**src/ssort_pkg.sv**
```systemverilog
// Shared types and constants for the selection sort engine.
// No dependencies; compiled before every other file of the block.
package ssort_pkg;

    localparam int unsigned VALUE_W = 16;
    localparam int unsigned CMP_W   = 11;
    localparam int unsigned SWP_W   = 6;

    typedef struct packed {
        logic [VALUE_W-1:0] value;
        logic               last;
    } t_in_beat;

    typedef struct packed {
        logic [VALUE_W-1:0] sorted_value;
        logic               last_out;
        logic [CMP_W-1:0]   compare_count;
        logic [SWP_W-1:0]   swap_count;
        logic               overflow;
    } t_out_beat;

endpackage

```
**src/selection_sort_engine.sv**
```systemverilog
// Selection sort engine: loads a set, sorts it in place, streams it out ascending.
// Load: one beat per cycle. Sort of n elements: one pass per position but the last, each a
// scan of the unsorted range, then a SWAP1 state and, when the minimum moved, a SWAP2 state.
// Output: a setup state (S_EMIT_RD), then one result beat per cycle while i_ready is high.
// Throughput is set by the single read port of the element RAM, one compare a cycle.
// Reset (i_rst_n, synchronous) clears control and counters; RAM contents stay undefined.
module selection_sort_engine #(
    parameter int unsigned DEPTH = 64
) (
    input  logic                 i_clk,
    input  logic                 i_rst_n,
    input  logic                 i_valid,
    output logic                 o_ready,
    input  ssort_pkg::t_in_beat  i_data,
    output logic                 o_valid,
    input  logic                 i_ready,
    output ssort_pkg::t_out_beat o_data
);
    import ssort_pkg::*;

    localparam int unsigned AW = $clog2(DEPTH);
    localparam int unsigned CW = $clog2(DEPTH + 1);

    typedef enum logic [5:0] {
        S_LOAD     = 6'b000001,
        S_SCAN     = 6'b000010,
        S_SWAP1    = 6'b000100,
        S_SWAP2    = 6'b001000,
        S_EMIT_RD  = 6'b010000,
        S_EMIT_OUT = 6'b100000
    } t_state;

    t_state             r_state, n_state;
    logic [CW-1:0]      r_cnt, n_cnt;
    logic [CW-1:0]      r_k, n_k;
    logic [AW-1:0]      r_pos, n_pos;
    logic [AW-1:0]      r_best, n_best;
    logic [AW-1:0]      r_didx, n_didx;
    logic               r_dv, n_dv;
    logic [VALUE_W-1:0] r_min, n_min;
    logic [VALUE_W-1:0] r_pos_val, n_pos_val;
    logic [CMP_W-1:0]   r_cmp, n_cmp;
    logic [SWP_W-1:0]   r_swp, n_swp;
    logic               r_ovf, n_ovf;

    logic               we;
    logic [AW-1:0]      waddr;
    logic [VALUE_W-1:0] wdata;
    logic [AW-1:0]      raddr;
    logic [VALUE_W-1:0] rdata;
    logic               issue;
    logic               out_last;
    logic               in_beat;
    logic               out_beat;
    logic [CW-1:0]      cnt_m1;

    ssort_ram #(
        .WIDTH(VALUE_W),
        .DEPTH(DEPTH)
    ) u_store (
        .i_clk  (i_clk),
        .i_we   (we),
        .i_waddr(waddr),
        .i_wdata(wdata),
        .i_raddr(raddr),
        .o_rdata(rdata)
    );

    assign o_ready  = (r_state == S_LOAD);
    assign o_valid  = (r_state == S_EMIT_OUT);
    assign in_beat  = i_valid && o_ready;
    assign out_beat = o_valid && i_ready;
    assign cnt_m1   = r_cnt - CW'(1);
    assign out_last = (r_k == cnt_m1);
    assign issue    = (r_state == S_SCAN) && (r_k < r_cnt);

    assign o_data.sorted_value  = rdata;
    assign o_data.last_out      = out_last;
    assign o_data.compare_count = r_cmp;
    assign o_data.swap_count    = r_swp;
    assign o_data.overflow      = r_ovf;

    // RAM port steering
    always_comb begin
        we    = 1'b0;
        waddr = r_pos;
        wdata = r_min;
        raddr = '0;
        case (r_state)
            S_LOAD: begin
                we    = in_beat && (r_cnt < CW'(DEPTH));
                waddr = r_cnt[AW-1:0];
                wdata = i_data.value;
            end
            S_SCAN: begin
                if (issue) begin
                    raddr = r_k[AW-1:0];
                end
            end
            S_SWAP1: begin
                we    = (r_best != r_pos);
                waddr = r_pos;
                wdata = r_min;
            end
            S_SWAP2: begin
                we    = 1'b1;
                waddr = r_best;
                wdata = r_pos_val;
            end
            S_EMIT_RD: begin
                raddr = r_k[AW-1:0];
            end
            S_EMIT_OUT: begin
                // look ahead so the next beat is ready in the cycle after a take
                if (out_beat && !out_last) begin
                    raddr = r_k[AW-1:0] + AW'(1);
                end else begin
                    raddr = r_k[AW-1:0];
                end
            end
            default: begin
                raddr = '0;
            end
        endcase
    end

    always_comb begin
        n_state   = r_state;
        n_cnt     = r_cnt;
        n_k       = r_k;
        n_pos     = r_pos;
        n_best    = r_best;
        n_didx    = r_didx;
        n_dv      = 1'b0;
        n_min     = r_min;
        n_pos_val = r_pos_val;
        n_cmp     = r_cmp;
        n_swp     = r_swp;
        n_ovf     = r_ovf;
        case (r_state)
            S_LOAD: begin
                if (in_beat) begin
                    if (r_cnt < CW'(DEPTH)) begin
                        n_cnt = r_cnt + CW'(1);
                    end else begin
                        n_ovf = 1'b1;
                    end
                    if (i_data.last) begin
                        n_pos = '0;
                        n_k   = '0;
                        if (n_cnt >= CW'(2)) begin
                            n_state = S_SCAN;
                        end else begin
                            n_state = S_EMIT_RD;
                        end
                    end
                end
            end
            S_SCAN: begin
                if (issue) begin
                    n_k    = r_k + CW'(1);
                    n_dv   = 1'b1;
                    n_didx = r_k[AW-1:0];
                end
                if (r_dv) begin
                    if (r_didx == r_pos) begin
                        n_pos_val = rdata;
                        n_min     = rdata;
                        n_best    = r_pos;
                    end else begin
                        n_cmp = r_cmp + CMP_W'(1);
                        // keep the first minimum: take only a strictly smaller value
                        if (rdata < r_min) begin
                            n_min  = rdata;
                            n_best = r_didx;
                        end
                    end
                    if (CW'(r_didx) == cnt_m1) begin
                        n_state = S_SWAP1;
                    end
                end
            end
            S_SWAP1, S_SWAP2: begin
                if ((r_state == S_SWAP1) && (r_best != r_pos)) begin
                    n_swp   = r_swp + SWP_W'(1);
                    n_state = S_SWAP2;
                end else begin
                    n_pos = r_pos + AW'(1);
                    if ((CW'(r_pos) + CW'(2)) >= r_cnt) begin
                        n_k     = '0;
                        n_state = S_EMIT_RD;
                    end else begin
                        n_k     = CW'(r_pos) + CW'(1);
                        n_state = S_SCAN;
                    end
                end
            end
            S_EMIT_RD: begin
                n_state = S_EMIT_OUT;
            end
            S_EMIT_OUT: begin
                if (out_beat) begin
                    if (out_last) begin
                        n_state = S_LOAD;
                        n_cnt   = '0;
                        n_k     = '0;
                        n_cmp   = '0;
                        n_swp   = '0;
                        n_ovf   = 1'b0;
                    end else begin
                        n_k = r_k + CW'(1);
                    end
                end
            end
            default: begin
                n_state = S_LOAD;
            end
        endcase
    end

    always_ff @(posedge i_clk) begin
        if (!i_rst_n) begin
            r_state <= S_LOAD;
            r_cnt   <= '0;
            r_k     <= '0;
            r_pos   <= '0;
            r_dv    <= 1'b0;
            r_cmp   <= '0;
            r_swp   <= '0;
            r_ovf   <= 1'b0;
        end else begin
            r_state <= n_state;
            r_cnt   <= n_cnt;
            r_k     <= n_k;
            r_pos   <= n_pos;
            r_dv    <= n_dv;
            r_cmp   <= n_cmp;
            r_swp   <= n_swp;
            r_ovf   <= n_ovf;
        end
    end

    always_ff @(posedge i_clk) begin
        r_best    <= n_best;
        r_didx    <= n_didx;
        r_min     <= n_min;
        r_pos_val <= n_pos_val;
    end

    a_no_overlap: assert property (@(posedge i_clk) disable iff (!i_rst_n)
        !(o_valid && o_ready))
        else $error("input and output sides open at once");

    a_swap_order: assert property (@(posedge i_clk) disable iff (!i_rst_n)
        (r_state == S_SWAP2) |-> $past(r_state == S_SWAP1))
        else $error("second swap write without first");

    a_best_range: assert property (@(posedge i_clk) disable iff (!i_rst_n)
        (r_state == S_SWAP1) |-> ((r_best >= r_pos) && (CW'(r_best) < r_cnt)))
        else $error("minimum index outside the unsorted range");

    a_set_done: assert property (@(posedge i_clk) disable iff (!i_rst_n)
        (out_beat && out_last) |=> ((r_state == S_LOAD) && (r_cnt == '0)
            && (r_cmp == '0) && !r_ovf))
        else $error("state not cleared after final beat");

    a_swaps_bounded: assert property (@(posedge i_clk) disable iff (!i_rst_n)
        (r_state == S_SCAN) |-> (r_swp <= SWP_W'(r_pos)))
        else $error("more swaps than completed passes");

endmodule

```
**src/ssort_ram.sv**
```systemverilog
// Generic single-write, single-read RAM with registered read data.
// No dependencies.
module ssort_ram #(
    parameter int unsigned WIDTH = 16,
    parameter int unsigned DEPTH = 64
) (
    input  logic                     i_clk,
    input  logic                     i_we,
    input  logic [$clog2(DEPTH)-1:0] i_waddr,
    input  logic [WIDTH-1:0]         i_wdata,
    input  logic [$clog2(DEPTH)-1:0] i_raddr,
    output logic [WIDTH-1:0]         o_rdata
);

    logic [WIDTH-1:0] r_mem [DEPTH];

    always_ff @(posedge i_clk) begin
        if (i_we) begin
            r_mem[i_waddr] <= i_wdata;
        end
        o_rdata <= r_mem[i_raddr];
    end

endmodule
```
**config.mk**
```make
export PLATFORM = sky130hd
export DESIGN_NAME = selection_sort_engine
export DESIGN_NICKNAME = d
export VERILOG_FILES = /design/src/ssort_pkg.sv /design/src/selection_sort_engine.sv /design/src/ssort_ram.sv
export SDC_FILE = /design/constraint.sdc
export NUM_CORES = 2
export LEC_CHECK = 0
export ABC_AREA = 1
export BUFFER_PORTS_ARGS = -buffer_cell sky130_fd_sc_hd__buf_2
export CAP_MARGIN = 20
export CORE_MARGIN = 2
export CORE_UTILIZATION = 40
export CTS_BUF_LIST = sky130_fd_sc_hd__clkbuf_2
export CTS_CLUSTER_DIAMETER = 120
export DETAILED_ROUTE_END_ITERATION = 8
export PLACE_DENSITY = 0.51
export SYNTH_ARGS = -nofsm -noshare
export SYNTH_HDL_FRONTEND = slang
export SYNTH_HIERARCHICAL = 1
export SYNTH_SLANG_ARGS = --single-unit
```
**constraint.sdc**
```tcl
create_clock -name i_clk -period 5 [get_ports i_clk]
set_clock_uncertainty 0.05 [all_clocks]
set_input_delay 0.25 -clock i_clk [delete_from_list [all_inputs] [get_ports i_clk]]
set_output_delay 0.25 -clock i_clk [all_outputs]
set_load 0.01 [all_outputs]
```
Word-level counts from Yosys, hierarchy flattened
Memories as Yosys holds them, arrays and structs flattened. A register that Yosys moved wholly into a read port is not among the register bits.
Cells that the tools add are included.
- reduce and logical (&&, ||, !) cells: 25
- mux-type cells: 56
- order comparisons: 5
- add/sub/neg operators: 9
- equal/unequal tests: 21
- operators by type and width (cell ; number):
    two-way mux 6 bit ; 16
    two-way mux 7 bit ; 13
    two-way mux 11 bit ; 4
    case mux 6 bit (2 select lines) ; 3
    two-way mux 16 bit ; 2
    case mux 16 bit (2 select lines) ; 1
    case mux 6 bit (5 select lines) ; 1
    case mux 7 bit (4 select lines) ; 1
    case mux 11 bit (2 select lines) ; 1
    adder 6 x 1 -> 6 bit (second input constant) ; 3
    case mux 6 bit (3 select lines) ; 1
    < comparator 16 bit ; 1
    two-way mux 5 bit ; 3
    adder 7 x 1 -> 7 bit (second input constant) ; 2
    case mux 7 bit (2 select lines) ; 1
    != test 2 bit (second input constant) ; 6
    AND reduction 4 bit ; 3
    AND reduction 6 bit ; 2
    adder 11 x 1 -> 11 bit (second input constant) ; 1
    != test 2 x 1 -> 1 bit (second input constant) ; 5
    AND reduction 5 bit ; 2
    nonzero test 2 bit ; 5
    adder 6 x 1 -> 7 bit (second input constant) ; 1
    adder 6 x 2 -> 7 bit (second input constant) ; 1
    other kinds (24) ; 37
- memories: 1
- input port bits: 21
- logic and storage cells: 129
- bits in registers: 89
- RAM bits: 1024
- memories (memory ; words ; bits a word ; read ports ; clocked after Yosys merged registers in ; wr ports ; RTL line ; RTL):
    u_store.r_mem ; 64 ; 16 ; 1 ; 1 ; 1 ; ssort_ram.sv:15 ; logic [WIDTH-1:0] r_mem [DEPTH];

Logic depth before layout (Yosys ltp)
- depth after elaboration: 9
- depth in mapped cells: 27
- gate-level depth less buffers: 23

Modules after synthesis
The synthesis kept the hierarchy.
- modules (own cells, without submodules) (module ; instances ; cells an instance ; area each (µm²)):
    ssort_ram ; 1 ; 3517 ; 42099.1
    selection_sort_engine ; 1 ; 763 ; 5915.7

Least setup slack after synthesis
No wires, ideal clock.
- kind: register to register
- start: register r_state[5]
- end: memory u_store.r_mem[50][0], enable pin
- stages on the path, launching flop included: 12
- setup time: 431 ps
- buffers on the path: 3
- required time: 4519 ps
- setup slack: 1200 ps
- clock period less this slack: 3800 ps
- arrival: 3319 ps
- cell sequence: dfxtp_1 nor2_4 nand4_1 buf_2 nand2_1 buf_2 inv_1 nand2_1 o221ai_1 clkbuf_1 inv_1 nor4_1
- RTL lines (element ; RTL line ; RTL):
    start: declaration ; selection_sort_engine.sv:33 ; t_state r_state, n_state;
    start signal: assignment ; selection_sort_engine.sv:232 ; r_state <= n_state;
    == test 6 x 4 -> 1 bit or == test 6 x 1 -> 1 bit (tied branches) ; selection_sort_engine.sv:89 ; case (r_state)
    case mux 6 bit (2 select lines) * ; selection_sort_engine.sv:89 ;
    via waddr[1] ; selection_sort_engine.sv:47 ; logic [AW-1:0] waddr;
    end: declaration ; ssort_ram.sv:15 ;
The timed path passes the listed nets; every way through them passes the cells marked *.

Worst setup path after layout
- start: register r_cnt[0]
- end: register u_store.o_rdata[10] (read register of u_store.r_mem)
- word-level cells in the longest chain between the ends: 6
- ends and longest elaborated chain (element ; RTL line ; RTL):
    start: declaration ; selection_sort_engine.sv:34 ; logic [CW-1:0] r_cnt, n_cnt;
    start signal: assignment ; selection_sort_engine.sv:233 ; r_cnt <= n_cnt;
    subtractor 7 x 1 -> 7 bit ; selection_sort_engine.sv:73 ; assign cnt_m1 = r_cnt - CW'(1);
    == test 7 bit ; selection_sort_engine.sv:74 ; assign out_last = (r_k == cnt_m1);
    logical NOT 1 bit ; selection_sort_engine.sv:115 ; if (out_beat && !out_last) begin
    logical AND 1 bit ; selection_sort_engine.sv:115 ;
    two-way mux 6 bit ; selection_sort_engine.sv:115 ;
    case mux 6 bit (3 select lines) * ; selection_sort_engine.sv:89 ;
    via raddr[0] ; selection_sort_engine.sv:49 ; logic [AW-1:0] raddr;
    end: declaration ; ssort_ram.sv:12 ; output logic [WIDTH-1:0] o_rdata
Marks and branches as above.
A chain may end at the register's enable or synchronous reset.

==> results.cfg <==
[min_path]
worstHoldPathType = in -> reg
holdCritStartpoint = i_data[13]

[clock_tree]
clk_pin_slew_worst_paths_ns = 0.10
ctsResizeCount = 0
cts_max_level = 5
cts_tree = built
clkSinkCount = 1129
cts_buffers = 316
clock_latency_ns = 1.60
cts_root_buffer = clkbuf_2
cts_max_path_buffers = 4

[setup_path]
reg2reg_slack_ns = 0.48
end_kind = register
cp-start-kind = register
cp.required_ns = 6.41
critPathTopFamily = simple AND/OR/NAND/NOR gates
r2r-start = r_cnt[0]$_SDFFE_PN0P_
cp_slowest_cell = dfxtp_1
critPathMaxStageDelay_ns = 0.54
arrival_ns = 5.92
crit_buf_inv = 7
startpoint = r_cnt[0]$_SDFFE_PN0P_
cp_max_fo = 92
crit_type = reg -> reg

[global_route]
grt_antenna_before_repair = 4
grt_max_degree = 121
grt.total_usage_pct = 23.6
grt_pass1_wl_mm = 213
gr-total-overflow = 0
grt_pass1_vias = 32381

[yosys]
yosys-top-cells-count = nand2_1 (1455), edfxtp_1 (1068), nand3_1 (929)
synth_ff_type = edfxtp_1
synth.distinct_cells = 46
syn_nets = 4337
netlist_area_mm2 = 0.0480
syn_avg_cell_area_um2 = 11.2
yosysWarnings = 6
netlist_instances = 4280
async_flop_share_pct = 0
ys_ff_latch = 1129
synth_area_leaders = edfxtp_1 (67%), nand2_1 (11%), nand3_1 (9.7%), dfxtp_1 (2.5%), buf_2 (1.3%)
post-synth-top-area-cell = edfxtp_1
ys_seq_area_share_pct = 69.3
yosysTopAreaCellShare_pct = 66.8
synth-edff-count = 1068
yosys.cell_count.top_type = nand2_1

[sta]
max_freq_ghz = 0.221
final-max-slew-violation-count = 0
slew_headroom_pct = 19.6
tns_ns = 0
fin_ws_ns = 0.482
hold_viol_final = 0
rsz0062_at_grt = false
hold_slack_ns = 0.179
fin_crit_sh_pct = 90.4
worst_slew_pin_slew_ns = 1.21
setup_viol = 0
finalCriticalPeriod_ns = 4.52

[floorplan]
die_h_um = 350
ios = 58
start_util_pct = 40.2
dieArea_mm2 = 0.123
core_mm2 = 0.119
die_x_um = 350
rows = 127

[flow_run]
maxCapViolCount = 0

[drt]
ant_nets = 0
drt_wl_total_mm = 146
remaining_drc_errors = 0
drtPass1Iterations = 6
vias_per_cell = 5.23
drtIter0Drc = 3492
post_drt_wl_per_cell_um = 22.6
dr_total_vias = 33655

[placement]
place_inst = 5867
place.detailed.hpwl_mm = 85.3
portBuffers = 57
place_ws_ns = 0.277
dpl_cell_area_mm2 = 0.0508
gp_congestion = 0.891

[power]
p_sw_mw = 8.64
power.internal_mw = 16.5
swShare_pct = 34.4
p_per_area_mw_per_mm2 = 465
pwr-share-clk_pct = 25.4
finalPower_mw = 25.1
p_seq_share_pct = 52.0
leakagePower_nw = 20.3
ir_worst_vdd_mv = 0.438
pwr-share-comb_pct = 22.6

[finish]
fill_cells = 11336
multiInputGateArea_mm2 = 0.0130
finish.utilization_pct = 45.2
fin_cells = 6441
nets = 4681
design_area_mm2 = 0.0540
area_growth_pct = 12.5
seqCellArea_mm2 = 0.0333
layout-drive-gt1-share_pct = 16.3

[run_status]
outcome = complete, no violations
## path summary, 6_finish.rpt
kind	depth (start not counted)	endpoint
hold / removal	5	u_store/r_mem[9][12]$_DFFE_PP_
setup / recovery	25	u_store/o_rdata[10]$_DFF_P_
setup reg to reg	25	u_store/o_rdata[10]$_DFF_P_
hold reg to reg	2	r_swp[4]$_SDFFE_PN0P_
## layout make-up
cell class	count	area share, %
sequential	1129	61.6
multi-input combinational	2767	24.1
timing repair buffer	286	4.78
clock buffer	464	4.30
tap	1612	3.73
inverter	124	0.936
clock inverter	56	0.553
antenna	3	0.0139
## layout by cell type, fill, tap and decap left out, types with 41 or more instances in the layout
cell	instances
inv_1	112
dfxtp_1	61
buf_4	148
dlygate4sd3_1	45
nand3_1	929
nor2_1	106
buf_2	57
edfxtp_1	1068
clkbuf_2	464
nand2_1	1455
clkinv_1	41
a21oi_1	55
## cell families after synthesis
family	after synthesis	share of synthesized area [%]
xor gates and xnor gates	34	0.620
and+or+nand+nor	2584	23.3
AOI/OAI and AO/OA	113	1.46
DFF	1129	69.3
adders and majority gates	36	0.938
buffers and inverters	384	4.39
## power by group through the flow
stage          clock network [mW]  registers [mW]  logic (mW)
6_report                     6.37            13.1        5.67
5_1_grt                      7.07            13.1        6.06
4_1_cts                      6.58            13.1        5.54
3_5_place_dp                    0            13.3        5.46
3_3_place_gp                    0            13.3        5.44
2_1_floorplan                   0            13.3        2.36
## state kept, by name (all words and copies together), names as in the netlist
signal and count:
r_k 7, r_ovf 1, r_dv 1, r_pos_val 16
u_store/r_mem 1024, r_pos 6, r_min 16, r_didx 6
u_store/o_rdata 16, r_cnt 7, r_swp 6, r_best 6
r_state 6, r_cmp 11
## worst min-delay path, delay by kind of cell
kind / cells / cell delay (ns)
and+or+nand+nor: 1 / 0.13
buffers and inverters: 3 / 1.14
AOI/OAI and AO/OA: 1 / 0.15
## what timing repair did
action | 4_1_cts | 5_1_grt
setup buffers | 0 | 3
hold endpoints to repair | 1995 | 0
hold buffers | 45 | 0
setup endpoints to repair | 0 | 2
## routing by layer
metal	track usage (%)	share of wire, %	up-vias	wire length, um
met4	9.56	3.1	0	4520
met3	5.39	8.1	197	11800
met1	33.2	44	16311	64400
met5	0	0	-	0
met2	35.4	45	1332	64800
li1	-	-	15815	-
No activity file was read; power rests on OpenSTA's default activity.
